### src/rtl/core/astr_pkg.sv
// ----------------------------------------------------------------------------
// Alternating split transposition package
// Shared payload types, widths and register indexes of the transposition core.
// ----------------------------------------------------------------------------
package astr_pkg;

	localparam int BYTE_W      = 8;
	localparam int MAX_LEN_DEF = 64;
	localparam int CFG_IDX_W   = 1;
	localparam int CFG_DATA_W  = 8;

	localparam logic [CFG_IDX_W-1:0] CFG_ROUNDS  = 1'b0;
	localparam logic [CFG_IDX_W-1:0] CFG_DECRYPT = 1'b1;

	typedef struct packed {
		logic [BYTE_W-1:0] data_byte;
		logic              last_in;
	} in_item_t;

	typedef struct packed {
		logic [BYTE_W-1:0] out_byte;
		logic              last_out;
		logic              overflow;
	} out_item_t;

endpackage

### src/rtl/core/astr_ram.sv
// ----------------------------------------------------------------------------
// Alternating split transposition byte buffer
// One write port and one read port, read data registered.
// ----------------------------------------------------------------------------
module astr_ram #(
	parameter int DEPTH = astr_pkg::MAX_LEN_DEF,
	parameter int AW    = $clog2(DEPTH)
) (
	input  logic                      clk,
	input  logic                      we,
	input  logic [AW-1:0]             waddr,
	input  logic [astr_pkg::BYTE_W-1:0] wdata,
	input  logic [AW-1:0]             raddr,
	output logic [astr_pkg::BYTE_W-1:0] rdata
);
	import astr_pkg::*;

	logic [BYTE_W-1:0] mem [DEPTH];

	always_ff @(posedge clk) begin
		if (we) begin
			mem[waddr] <= wdata;
		end
	end

	always_ff @(posedge clk) begin
		rdata <= mem[raddr];
	end

endmodule

### src/rtl/core/alternating_split_transposition_core.sv
// ----------------------------------------------------------------------------
// Alternating split transposition core
// Buffers a message, permutes it a configured number of rounds, emits it.
// ----------------------------------------------------------------------------
// Input transactions carry one byte and a last flag; bytes are taken one per
// cycle while the core is loading. Bytes beyond MAX_LEN are dropped and mark
// the message as overflowed. On the last byte the input stalls until the whole
// result has left. With len stored bytes, each round streams the buffer from
// one memory into the other, one byte per cycle, followed by a drain state
// that completes the last write; rounds are skipped when rounds is zero or
// len is one. A prep state then fetches the first byte; the output then
// offers one byte per cycle, last_out on the final one. When the receiver
// stalls, the offered transaction holds and the read address is held, so the
// next byte follows in the cycle after the stall drops. Reset returns the
// core to loading with an empty, clean buffer; memory contents are not
// cleared. Configuration must be written by the user only while the core is
// loading with nothing buffered; the core itself does not enforce this.
// ----------------------------------------------------------------------------
module alternating_split_transposition_core #(
	parameter int MAX_LEN = astr_pkg::MAX_LEN_DEF
) (
	input  logic                            clk,
	input  logic                            arst_n,
	input  logic                            cfg_we,
	input  logic [astr_pkg::CFG_IDX_W-1:0]  cfg_idx,
	input  logic [astr_pkg::CFG_DATA_W-1:0] cfg_wdata,
	input  logic                            in_valid,
	output logic                            in_stall,
	input  astr_pkg::in_item_t              in_data,
	output logic                            out_valid,
	input  logic                            out_stall,
	output astr_pkg::out_item_t             out_data
);
	import astr_pkg::*;

	localparam int AW = $clog2(MAX_LEN);
	localparam int CW = $clog2(MAX_LEN + 1);

	typedef enum logic [4:0] {
		S_LOAD  = 5'b00001,
		S_ROUND = 5'b00010,
		S_DRAIN = 5'b00100,
		S_PREP  = 5'b01000,
		S_EMIT  = 5'b10000
	} state_t;

	// Source address of output position k for one round.
	function automatic logic [AW-1:0] src_index(input logic [AW-1:0] k,
	                                            input logic [CW-1:0] len,
	                                            input logic          dec);
		logic [CW-1:0] half;
		logic [CW:0]   idx;
		begin
			half = len >> 1;
			if (!dec) begin
				if ((CW+1)'(k) < (CW+1)'(half)) begin
					idx = ((CW+1)'(k) << 1) + (CW+1)'(1);
				end else begin
					idx = ((CW+1)'(k) - (CW+1)'(half)) << 1;
				end
			end else begin
				if (k[0]) begin
					idx = (CW+1)'(k >> 1);
				end else begin
					idx = (CW+1)'(half) + (CW+1)'(k >> 1);
				end
			end
			src_index = idx[AW-1:0];
		end
	endfunction

	state_t            state_q;
	logic [7:0]        rounds_q;
	logic              dec_q;
	logic [CW-1:0]     fill_q;
	logic              ovf_q;
	logic              cur_q;
	logic [AW-1:0]     k_q;
	logic [7:0]        rcnt_q;
	logic              w_v_s1;
	logic [AW-1:0]     w_idx_s1;

	logic              in_acc;
	logic              out_acc;
	logic              room;
	logic              load_we;
	logic              is_last;
	logic [CW-1:0]     fill_nxt;
	logic [AW-1:0]     raddr;
	logic [BYTE_W-1:0] rd0;
	logic [BYTE_W-1:0] rd1;
	logic [BYTE_W-1:0] rd_cur;
	logic              we0;
	logic              we1;
	logic [AW-1:0]     wa0;
	logic [AW-1:0]     wa1;
	logic [BYTE_W-1:0] wd0;
	logic [BYTE_W-1:0] wd1;

	assign in_stall  = (state_q != S_LOAD);
	assign in_acc    = in_valid && !in_stall;
	assign out_valid = (state_q == S_EMIT);
	assign out_acc   = out_valid && !out_stall;
	assign room      = (fill_q < CW'(MAX_LEN));
	assign load_we   = in_acc && room;
	assign fill_nxt  = room ? (fill_q + CW'(1)) : fill_q;
	assign is_last   = (CW'(k_q) == (fill_q - CW'(1)));
	assign rd_cur    = cur_q ? rd1 : rd0;

	always_comb begin
		unique case (state_q)
			S_ROUND: raddr = src_index(k_q, fill_q, dec_q);
			S_EMIT:  raddr = (out_acc && !is_last) ? (k_q + AW'(1)) : k_q;
			default: raddr = '0;
		endcase
	end

	// Loading writes the current buffer; a round writes the other one.
	always_comb begin
		we0 = (load_we && !cur_q) || (w_v_s1 && cur_q);
		we1 = (load_we && cur_q) || (w_v_s1 && !cur_q);
		wa0 = load_we ? fill_q[AW-1:0] : w_idx_s1;
		wa1 = wa0;
		wd0 = load_we ? in_data.data_byte : rd_cur;
		wd1 = wd0;
	end

	astr_ram #(.DEPTH(MAX_LEN), .AW(AW)) u_ram0 (
		.clk   (clk),
		.we    (we0),
		.waddr (wa0),
		.wdata (wd0),
		.raddr (raddr),
		.rdata (rd0)
	);

	astr_ram #(.DEPTH(MAX_LEN), .AW(AW)) u_ram1 (
		.clk   (clk),
		.we    (we1),
		.waddr (wa1),
		.wdata (wd1),
		.raddr (raddr),
		.rdata (rd1)
	);

	always_ff @(posedge clk or negedge arst_n) begin
		if (!arst_n) begin
			rounds_q <= '0;
			dec_q    <= 1'b0;
		end else if (cfg_we) begin
			unique case (cfg_idx)
				CFG_ROUNDS:  rounds_q <= cfg_wdata[7:0];
				CFG_DECRYPT: dec_q    <= cfg_wdata[0];
				default:     ;
			endcase
		end
	end

	always_ff @(posedge clk or negedge arst_n) begin
		if (!arst_n) begin
			state_q <= S_LOAD;
			fill_q  <= '0;
			ovf_q   <= 1'b0;
			cur_q   <= 1'b0;
			k_q     <= '0;
			rcnt_q  <= '0;
			w_v_s1  <= 1'b0;
		end else begin
			w_v_s1 <= (state_q == S_ROUND);
			unique case (state_q)
				S_LOAD: begin
					if (in_acc) begin
						fill_q <= fill_nxt;
						if (!room) begin
							ovf_q <= 1'b1;
						end
						if (in_data.last_in) begin
							k_q    <= '0;
							rcnt_q <= rounds_q;
							if ((rounds_q != 8'd0) && (fill_nxt >= CW'(2))) begin
								state_q <= S_ROUND;
							end else begin
								state_q <= S_PREP;
							end
						end
					end
				end
				S_ROUND: begin
					if (is_last) begin
						state_q <= S_DRAIN;
					end else begin
						k_q <= k_q + AW'(1);
					end
				end
				S_DRAIN: begin
					cur_q <= ~cur_q;
					k_q   <= '0;
					if (rcnt_q == 8'd1) begin
						state_q <= S_PREP;
					end else begin
						rcnt_q  <= rcnt_q - 8'd1;
						state_q <= S_ROUND;
					end
				end
				S_PREP: begin
					k_q     <= '0;
					state_q <= S_EMIT;
				end
				S_EMIT: begin
					if (out_acc) begin
						if (is_last) begin
							fill_q  <= '0;
							ovf_q   <= 1'b0;
							state_q <= S_LOAD;
						end else begin
							k_q <= k_q + AW'(1);
						end
					end
				end
				default: state_q <= S_LOAD;
			endcase
		end
	end

	always_ff @(posedge clk) begin
		w_idx_s1 <= k_q;
	end

	always_comb begin
		out_data.out_byte = rd_cur;
		out_data.last_out = is_last;
		out_data.overflow = ovf_q;
	end

endmodule
### config.mk
export PLATFORM = sky130hd
export DESIGN_NAME = alternating_split_transposition_core
export DESIGN_NICKNAME = d
export VERILOG_FILES = /design/src/rtl/core/astr_pkg.sv /design/src/rtl/core/astr_ram.sv /design/src/rtl/core/alternating_split_transposition_core.sv
export SDC_FILE = /design/constraint.sdc
export NUM_CORES = 2
export LEC_CHECK = 0
export ABC_AREA = 0
export BUFFER_PORTS_ARGS = -buffer_cell sky130_fd_sc_hd__buf_2
export CORE_ASPECT_RATIO = 1.25
export CORE_MARGIN = 2
export CORE_UTILIZATION = 50
export DETAILED_ROUTE_END_ITERATION = 10
export GPL_TIMING_DRIVEN = 0
export PLACE_DENSITY = 0.69
export SLEW_MARGIN = 20
export SYNTH_ARGS = -nofsm -noshare
export SYNTH_HDL_FRONTEND = slang
export SYNTH_SLANG_ARGS = --single-unit
### constraint.sdc
create_clock -name clk -period 4.6 [get_ports clk]
set_input_delay 0.46 -clock clk [delete_from_list [all_inputs] [get_ports clk]]
set_output_delay 0.46 -clock clk [all_outputs]
set_load 0.005 [all_outputs]
Yosys cells after proc, flatten, opt, wreduce, memory -nomap -nowiden
Memories as Yosys holds them, arrays and structs flattened. A register that Yosys moved wholly into a read port is not among the register bits.
Cells that the tools add are included.
Word-level totals
  bits in registers: 44
  bits in writable memories: 1024
  input port bits: 23
  output and inout port bits: 12
  word-level logic and storage cells: 105
  memories kept: 2
Cells by class
  $add $sub $neg: 7
  order comparisons: 3
  eq/ne operators: 15
  multiplexer cells: 39
  bitwise gates (word level): 2
  reductions and logical operators: 27
Memories
  u_ram0.mem: depth 64, width 8, read ports 1, clocked after Yosys merged registers in 1, wr ports 1, line astr_ram.sv:18  | logic [BYTE_W-1:0] mem [DEPTH];
  u_ram1.mem: depth 64, width 8, read ports 1, clocked after Yosys merged registers in 1, wr ports 1, line astr_ram.sv:18
Operators with widths (number)
  $mux W6: 9
  $mux W8: 5
  $mux W7: 4
  $mux W5: 5
  $pmux W5 S5: 1
  $pmux W6 S4: 1
  $pmux W8 S2: 1
  $pmux W7 S2: 1
  $add A6 B1 Y6 const B: 2
  $pmux W6 S2: 1
  $reduce_and A4 Y1: 3
  $ne A2 B2 Y1 const B: 5
  $reduce_and A5 Y1: 2
  $logic_and A1 B1 Y1: 9
  $eq A8 B1 Y1 const B: 1
  $mux W1: 8
  $mux W4: 2
  $reduce_bool A8 Y1: 1
  $sub A8 B1 Y8 const B: 1
  $add A7 B1 Y7 const B: 1
  $eq A6 B7 Y1: 1
  $ge A7 B2 Y1 const B: 1
  $lt A7 B7 Y1 const B: 1
  $sub A7 B1 Y7 const B: 1
  18 further kinds: 26

Longest topological paths before layout
  word-level depth: 8
  depth in mapped cells: 19
  mapped depth without buffers: 15

By module
From an unflattened synthesis, not the netlist that was laid out.
Unflattened totals
  cells, all modules: 2249
  area, all modules: 43658.1 um2
Modules (own cells, without submodules)
  astr_ram: instances 2, cells an instance 940, area an instance 20166.8 um2
  alternating_split_transposition_core: instances 1, cells an instance 369, area an instance 3324.4 um2

Worst setup path before layout
OpenSTA, ideal clock, no wires.
  kind: register to register
  start point: reg k_q[0]
  end point: reg u_ram1.rdata[6] (netlist name) (read register of u_ram1.mem)
  library setup time: 0.059 ns
  arrival time: 3.899 ns
  required time: 4.541 ns
  slack: 0.641 ns
  stages on the path, launching flop included: 17
  path through: dfrtp_1 -> clkbuf_1 -> inv_1 -> ha_1 -> inv_1 -> fa_1 -> a211oi_1 -> o21bai_1 -> a21oi_1 -> mux2_2 -> o21a_1 -> a311oi_1 -> buf_2 -> mux2_2 -> a2111oi_0 -> o211a_1 -> a41o_1
On the way
  word-level cells in the longest chain between the ends: 5
RTL lines
  start: declaration: line alternating_split_transposition_core.sv:78  | logic [AW-1:0] k_q;
  start signal: assignment: line alternating_split_transposition_core.sv:192  | k_q <= k_q + AW'(1);
  start signal: assignment: line alternating_split_transposition_core.sv:216  | k_q <= k_q + AW'(1);
  parallel branches: the longest is 4 deep, another holds $add A6 B1 Y6
  $pmux W6 S2 (*): line alternating_split_transposition_core.sv:111  | unique case (state_q)
  end: declaration: line astr_ram.sv:14  | output logic [astr_pkg::BYTE_W-1:0] rdata
Mark *: on every way between the ends.
A chain may end at the register's enable or synchronous reset.

Final worst setup path
  start point: reg k_q[0]
  end point: reg u_ram0.rdata[3] (netlist name) (read register of u_ram0.mem)
On the way
  word-level cells in the longest chain between the ends: 5
RTL lines (line)
  parallel branches: the longest is 4 deep, another holds $add A6 B1 Y6
  $pmux W6 S2 (*): alternating_split_transposition_core.sv:111
  end: declaration: astr_ram.sv:14
Marked as above.

==> flow_metrics.py <==
metrics = {
    "yosys": {
        "share_of_synthesized_flip_flops_with_an_asynchronous_set_or_reset": 0.0351,
        "syn-mean-instance-area_um2": 13.2,
        "netlist-cell-type-count": 78,
        "synth_nets": 3487,
        "netlist.top_cell.by_area": "edfxtp_1",
        "postSynthCellCount": 3446,
        "basic_gate_share_of_the_synthesized_area_counting_and_or_nand_and_nor_cells": 0.116,
        "synth_compound_gate_area_share": 0.0852,
        "synthTopCellsByArea": "edfxtp_1 68%, nand2_1 4.7%, mux2i_1 4.0%",
        "synth-xor-area-share": 0.00365,
        "synth.mux.area_fraction": 0.0519,
        "synth-adder-area-share": 0.00528,
        "post-synth-top-area-fraction": 0.675,
        "top_flip_flop_cell_by_instance_count_after_synthesis": "edfxtp_1",
        "warnings_from_yosys": 0,
        "seq_area_frac_synth": 0.706,
        "synthesis.area_um2": 45500,
        "ys_seq_elements": 1084,
        "synth_top_family_by_area": "simple AND/OR/NAND/NOR gates",
        "synth_enable_flop_cells": 1024,
    },
    "worst_setup_path": {
        "path_class": "flip-flop to flip-flop",
        "timing.critical_path.depth": 18,
        "crit_start_category": "flip-flop",
        "timing.rr.end": "u_ram0.rdata[3]$_DFF_P_",
        "crit_path_cell_chain": "buf_8 -> inv_2 -> ha_2 -> inv_1 -> fa_2 -> a211oi_2 -> o21bai_2 -> a21oi_4 -> buf_4 -> mux2_2 -> a211oi_2 -> a22o_1 -> buf_8 -> buf_2 -> a21oi_2 -> o31ai_4 -> nand4_1 -> o31ai_1",
        "max_stage_delay_ns": 0.45,
        "timing.reg2reg.worst_path_depth": 18,
        "critical_path.n_buffers_inverters": 6,
        "reg2reg_slack_ns": -0.18,
        "timing.critical_path.arrival_ns": 5.37,
        "timing.critical_path.slowest_stage_cell": "dfrtp_1",
        "worst_setup_path_end_kind": "flip-flop",
        "r2r_start": "k_q[0]$_DFFE_PN0P_",
        "critPathMaxFanout": 10,
        "timing.critical_path.required_ns": 5.19,
        "start_point_of_the_critical_path": "k_q[0]$_DFFE_PN0P_",
        "crit_path_end": "u_ram0.rdata[3]$_DFF_P_",
        "crit_path_max_delay_family": "compound AO/OA/AOI/OAI gates",
    },
    "cells_and_area": {
        "fin_cells": 4888,
        "final.fill_count": 7011,
        "final_cell_area_um2": 53000,
        "layout-area-overhead-vs-synth_pct": 16.4,
        "finish.utilization": 0.588,
        "final_layout_size_suffix_gt1_frac": 0.195,
        "finish.net_count": 3658,
    },
    "detailed_routing": {
        "drt_iter0_markers": 3491,
        "met2WireLength_um": 64900,
        "drt-total-wl_um": 130000,
        "drtPass1Iterations": 6,
        "top_layer": "met5",
        "num_vias": 29800,
        "detail_route.drc_violations": 0,
        "routed_wire_length_per_instance_um": 26.7,
        "met3_wirelength_um": 11000,
        "antenna_violating_nets_post_route": 0,
        "detailed_route_wire_length_on_metal_1_um": 47100,
        "avgViaCountPerCell": 6.11,
    },
    "sta": {
        "slew_headroom": 0.277,
        "worstMarginPinSlew_ns": 1.08,
        "worst_slack_ns": -0.180,
        "timing.clock.skew_ns": 0.0412,
        "hold_viol": 0,
        "final-setup-viol-count": 11,
        "layout_worst_path_cycle_share": 1.04,
        "clock.fmax_mhz": 209,
        "grt_setup_unrepaired": "true",
        "slew_violations": 0,
        "finalCriticalPeriod_ns": 4.78,
    },
    "pwr": {
        "power.share.switching": 0.322,
        "ir_drop_v": 0.00215,
        "comb_power_share": 0.263,
        "post-layout-total-power_w": 0.0301,
        "cellLeakagePower_nw": 19.0,
        "power.density_nw_per_um2": 569,
        "cell_internal_pwr_w": 0.0204,
        "p_seq_frac": 0.450,
        "clockPowerShare": 0.288,
        "switchingPower_w": 0.00969,
    },
    "floorplan": {
        "die_y_um": 341,
        "dieWidth_um": 274,
        "design.portCount": 35,
        "floorplan.initialDensity": 0.505,
        "die-area_um2": 93500,
        "placeableCoreArea_um2": 90200,
        "std_cell_rows": 123,
    },
    "cts": {
        "clock_path_buffers": 3,
        "cts.htree.levels": 3,
        "tritoncts": "built",
        "cts_root_buffer": "clkbuf_16",
        "clock_insertion_delay_worst_skew_ns": 0.69,
        "cts.sinks": 1084,
        "cts-buffers-inserted": 101,
        "clkSlewWorstSetupHoldPaths_ns": 0.07,
    },
    "status": {
        "violations": "negative setup slack",
        "run_status": "complete, but fails checks",
    },
    "grt": {
        "grt_pass1_wl_um": 187000,
        "globalRouteTotalUtil": 0.275,
        "number_of_global_route_vias_before_repair": 28800,
        "number_of_antenna_violations_at_the_first_check_in_global_routing": 1,
        "overflow": 0,
        "grt_max_degree": 101,
    },
    "place": {
        "port_buffers": 34,
        "hpwl_um": 89200,
        "placed_cell_count": 4675,
        "routabilityCongestion": 0.951,
        "placement.cell_area_um2": 47600,
    },
    "job": {
        "max-cap-violations": 0,
    },
    "worst_hold_path": {
        "hold_class": "input port to flip-flop",
    },
}
[cells by family (layout without fill, tap and decap cells)]
family / count (synthesis) / after routing
compound gates: 600 / 600
xor+xnor: 19 / 19
fa+ha+maj: 18 / 18
buf+inv: 337 / 591
flops: 1084 / 1084
mux: 230 / 230
other cells: 0 / 1
simple gates: 1158 / 1158
[cell usage in the layout, fill, tap and decap left out, types with 17 or more instances in the layout]
cell,n
and3_1,129
nor2_1,31
clkbuf_16,102
buf_2,75
clkbuf_4,25
nor2_2,79
clkbuf_1,66
mux2i_1,174
o31ai_1,20
o21ai_0,175
o211ai_1,98
mux2_2,42
edfxtp_1,1024
dfrtp_1,34
nand2_1,555
clkinv_1,17
a31oi_1,26
clkbuf_2,44
buf_6,21
a21oi_1,105
nor2_4,55
dfxtp_1,22
nand3_2,24
inv_1,110
buf_4,55
nand3_1,171
[timing repair]
| item | 4_1_cts | 5_1_grt |
|---|---|---|
| setup endpoints to repair | 1008 | 1003 |
| resized for setup | 288 | 255 |
| pin swaps | 21 | 42 |
| buffers inserted | 12 | 11 |
| hold buffers | 6 | 0 |
| endpoints found under the hold margin | 42 | 0 |
[area by class of cell]
cell class | instances | area [um^2] | area share
antenna | 1 | 2.50 | 0.0000472
clock buffer | 122 | 2640 | 0.0498
sequential | 1084 | 32100 | 0.607
multi-input combinational | 2025 | 13500 | 0.255
buffer | 221 | 1380 | 0.0260
clock inverter | 64 | 771 | 0.0145
inverter | 113 | 430 | 0.00812
timing repair buffer | 71 | 636 | 0.0120
tap | 1187 | 1490 | 0.0280
[per-layer routing]
layer  up-vias  track usage
met5         -            0
met4         2        0.152
met3       324       0.0399
met2      1591        0.471
met1     14700        0.336
li1      13200            -
[state kept, by name, indices dropped and copies added (netlist names), 5 cells and up]
register,cells
w_idx_s1,6
fill_q,7
k_q,6
u_ram0.rdata,8
rounds_q,8
state_q,5
u_ram0.mem,512
rcnt_q,8
u_ram1.mem,512
u_ram1.rdata,8
[worst register-to-register path, delay by kind of cell, from the launching register on]
kind | cells | cell delay [ns]
buf+inv | 6 | 0.93
fa+ha+maj | 2 | 0.57
compound gates | 8 | 1.93
mux | 1 | 0.34
simple gates | 1 | 0.46
flops | 1 | 0.45
[per-stage QoR]
step	hold slack [ns]	setup TNS (ns)	worst slack, ns
3_3_place_gp	0.438	-1256.50	-1.49
6_report	0.0237	-0.627	-0.180
5_1_grt	0.0239	-37.90	-0.201
2_1_floorplan	0.164	0	0.641
4_1_cts	0.000844	-41.19	-0.210
3_5_place_dp	0.436	-297.43	-1.57
[worst min-delay path by stage]
| stage | start | to | cells past startpoint |
|---|---|---|---|
| 3_3_place_gp | k_q[4]$_DFFE_PN0P_ | w_idx_s1[4]$_DFF_P_ | 0 |
| 3_5_place_dp | k_q[4]$_DFFE_PN0P_ | w_idx_s1[4]$_DFF_P_ | 0 |
| 4_1_cts | cfg_wdata[6] | rounds_q[6]$_DFFE_PN0P_ | 2 |
| 5_1_grt | cfg_wdata[6] | rounds_q[6]$_DFFE_PN0P_ | 2 |
| 6_report | cfg_wdata[0] | rounds_q[0]$_DFFE_PN0P_ | 2 |
| 2_1_floorplan | arst_n | cur_q$_DFFE_PN0P_ | 0 |
[cell usage after synthesis (4+ instances only)]
cell type  count
buf_1         19
and2_1         4
dfrtp_1       37
or3_1          7
xnor2_1       11
nand2_1      565
nor3_1        15
nand3b_1       5
a21oi_1      120
a311oi_1      31
dfxtp_1       22
ha_1          16
mux2_2        50
nor2b_1        7
a2bb2oi_1     15
nand4_1       16
o21ai_0      180
xor2_1         8
edfxtp_1    1024
a31oi_1       34
a22oi_1        6
o22a_1        16
buf_6          6
clkbuf_1     109
o31ai_1       42
a211oi_1       4
inv_1        112
nand3_1      186
and3_1       129
mux2i_1      180
o211ai_1      98
a21o_1         7
nand3_2       11
nor4_1         8
nor2_1       162
or4_1         15
buf_2         76
a41oi_1       15
nand2b_1       6
buf_4         14
[power by group through the flow]
stage                     combinational [W]  clock [W]  sequential (W)
after global routing                0.00825    0.00905          0.0136
final                               0.00791    0.00868          0.0135
after floorplan                     0.00356          0          0.0138
after CTS                           0.00751    0.00868          0.0135
after detailed placement            0.00714          0          0.0137
after global placement              0.00640          0          0.0141
(Power assumes the default switching activity.)
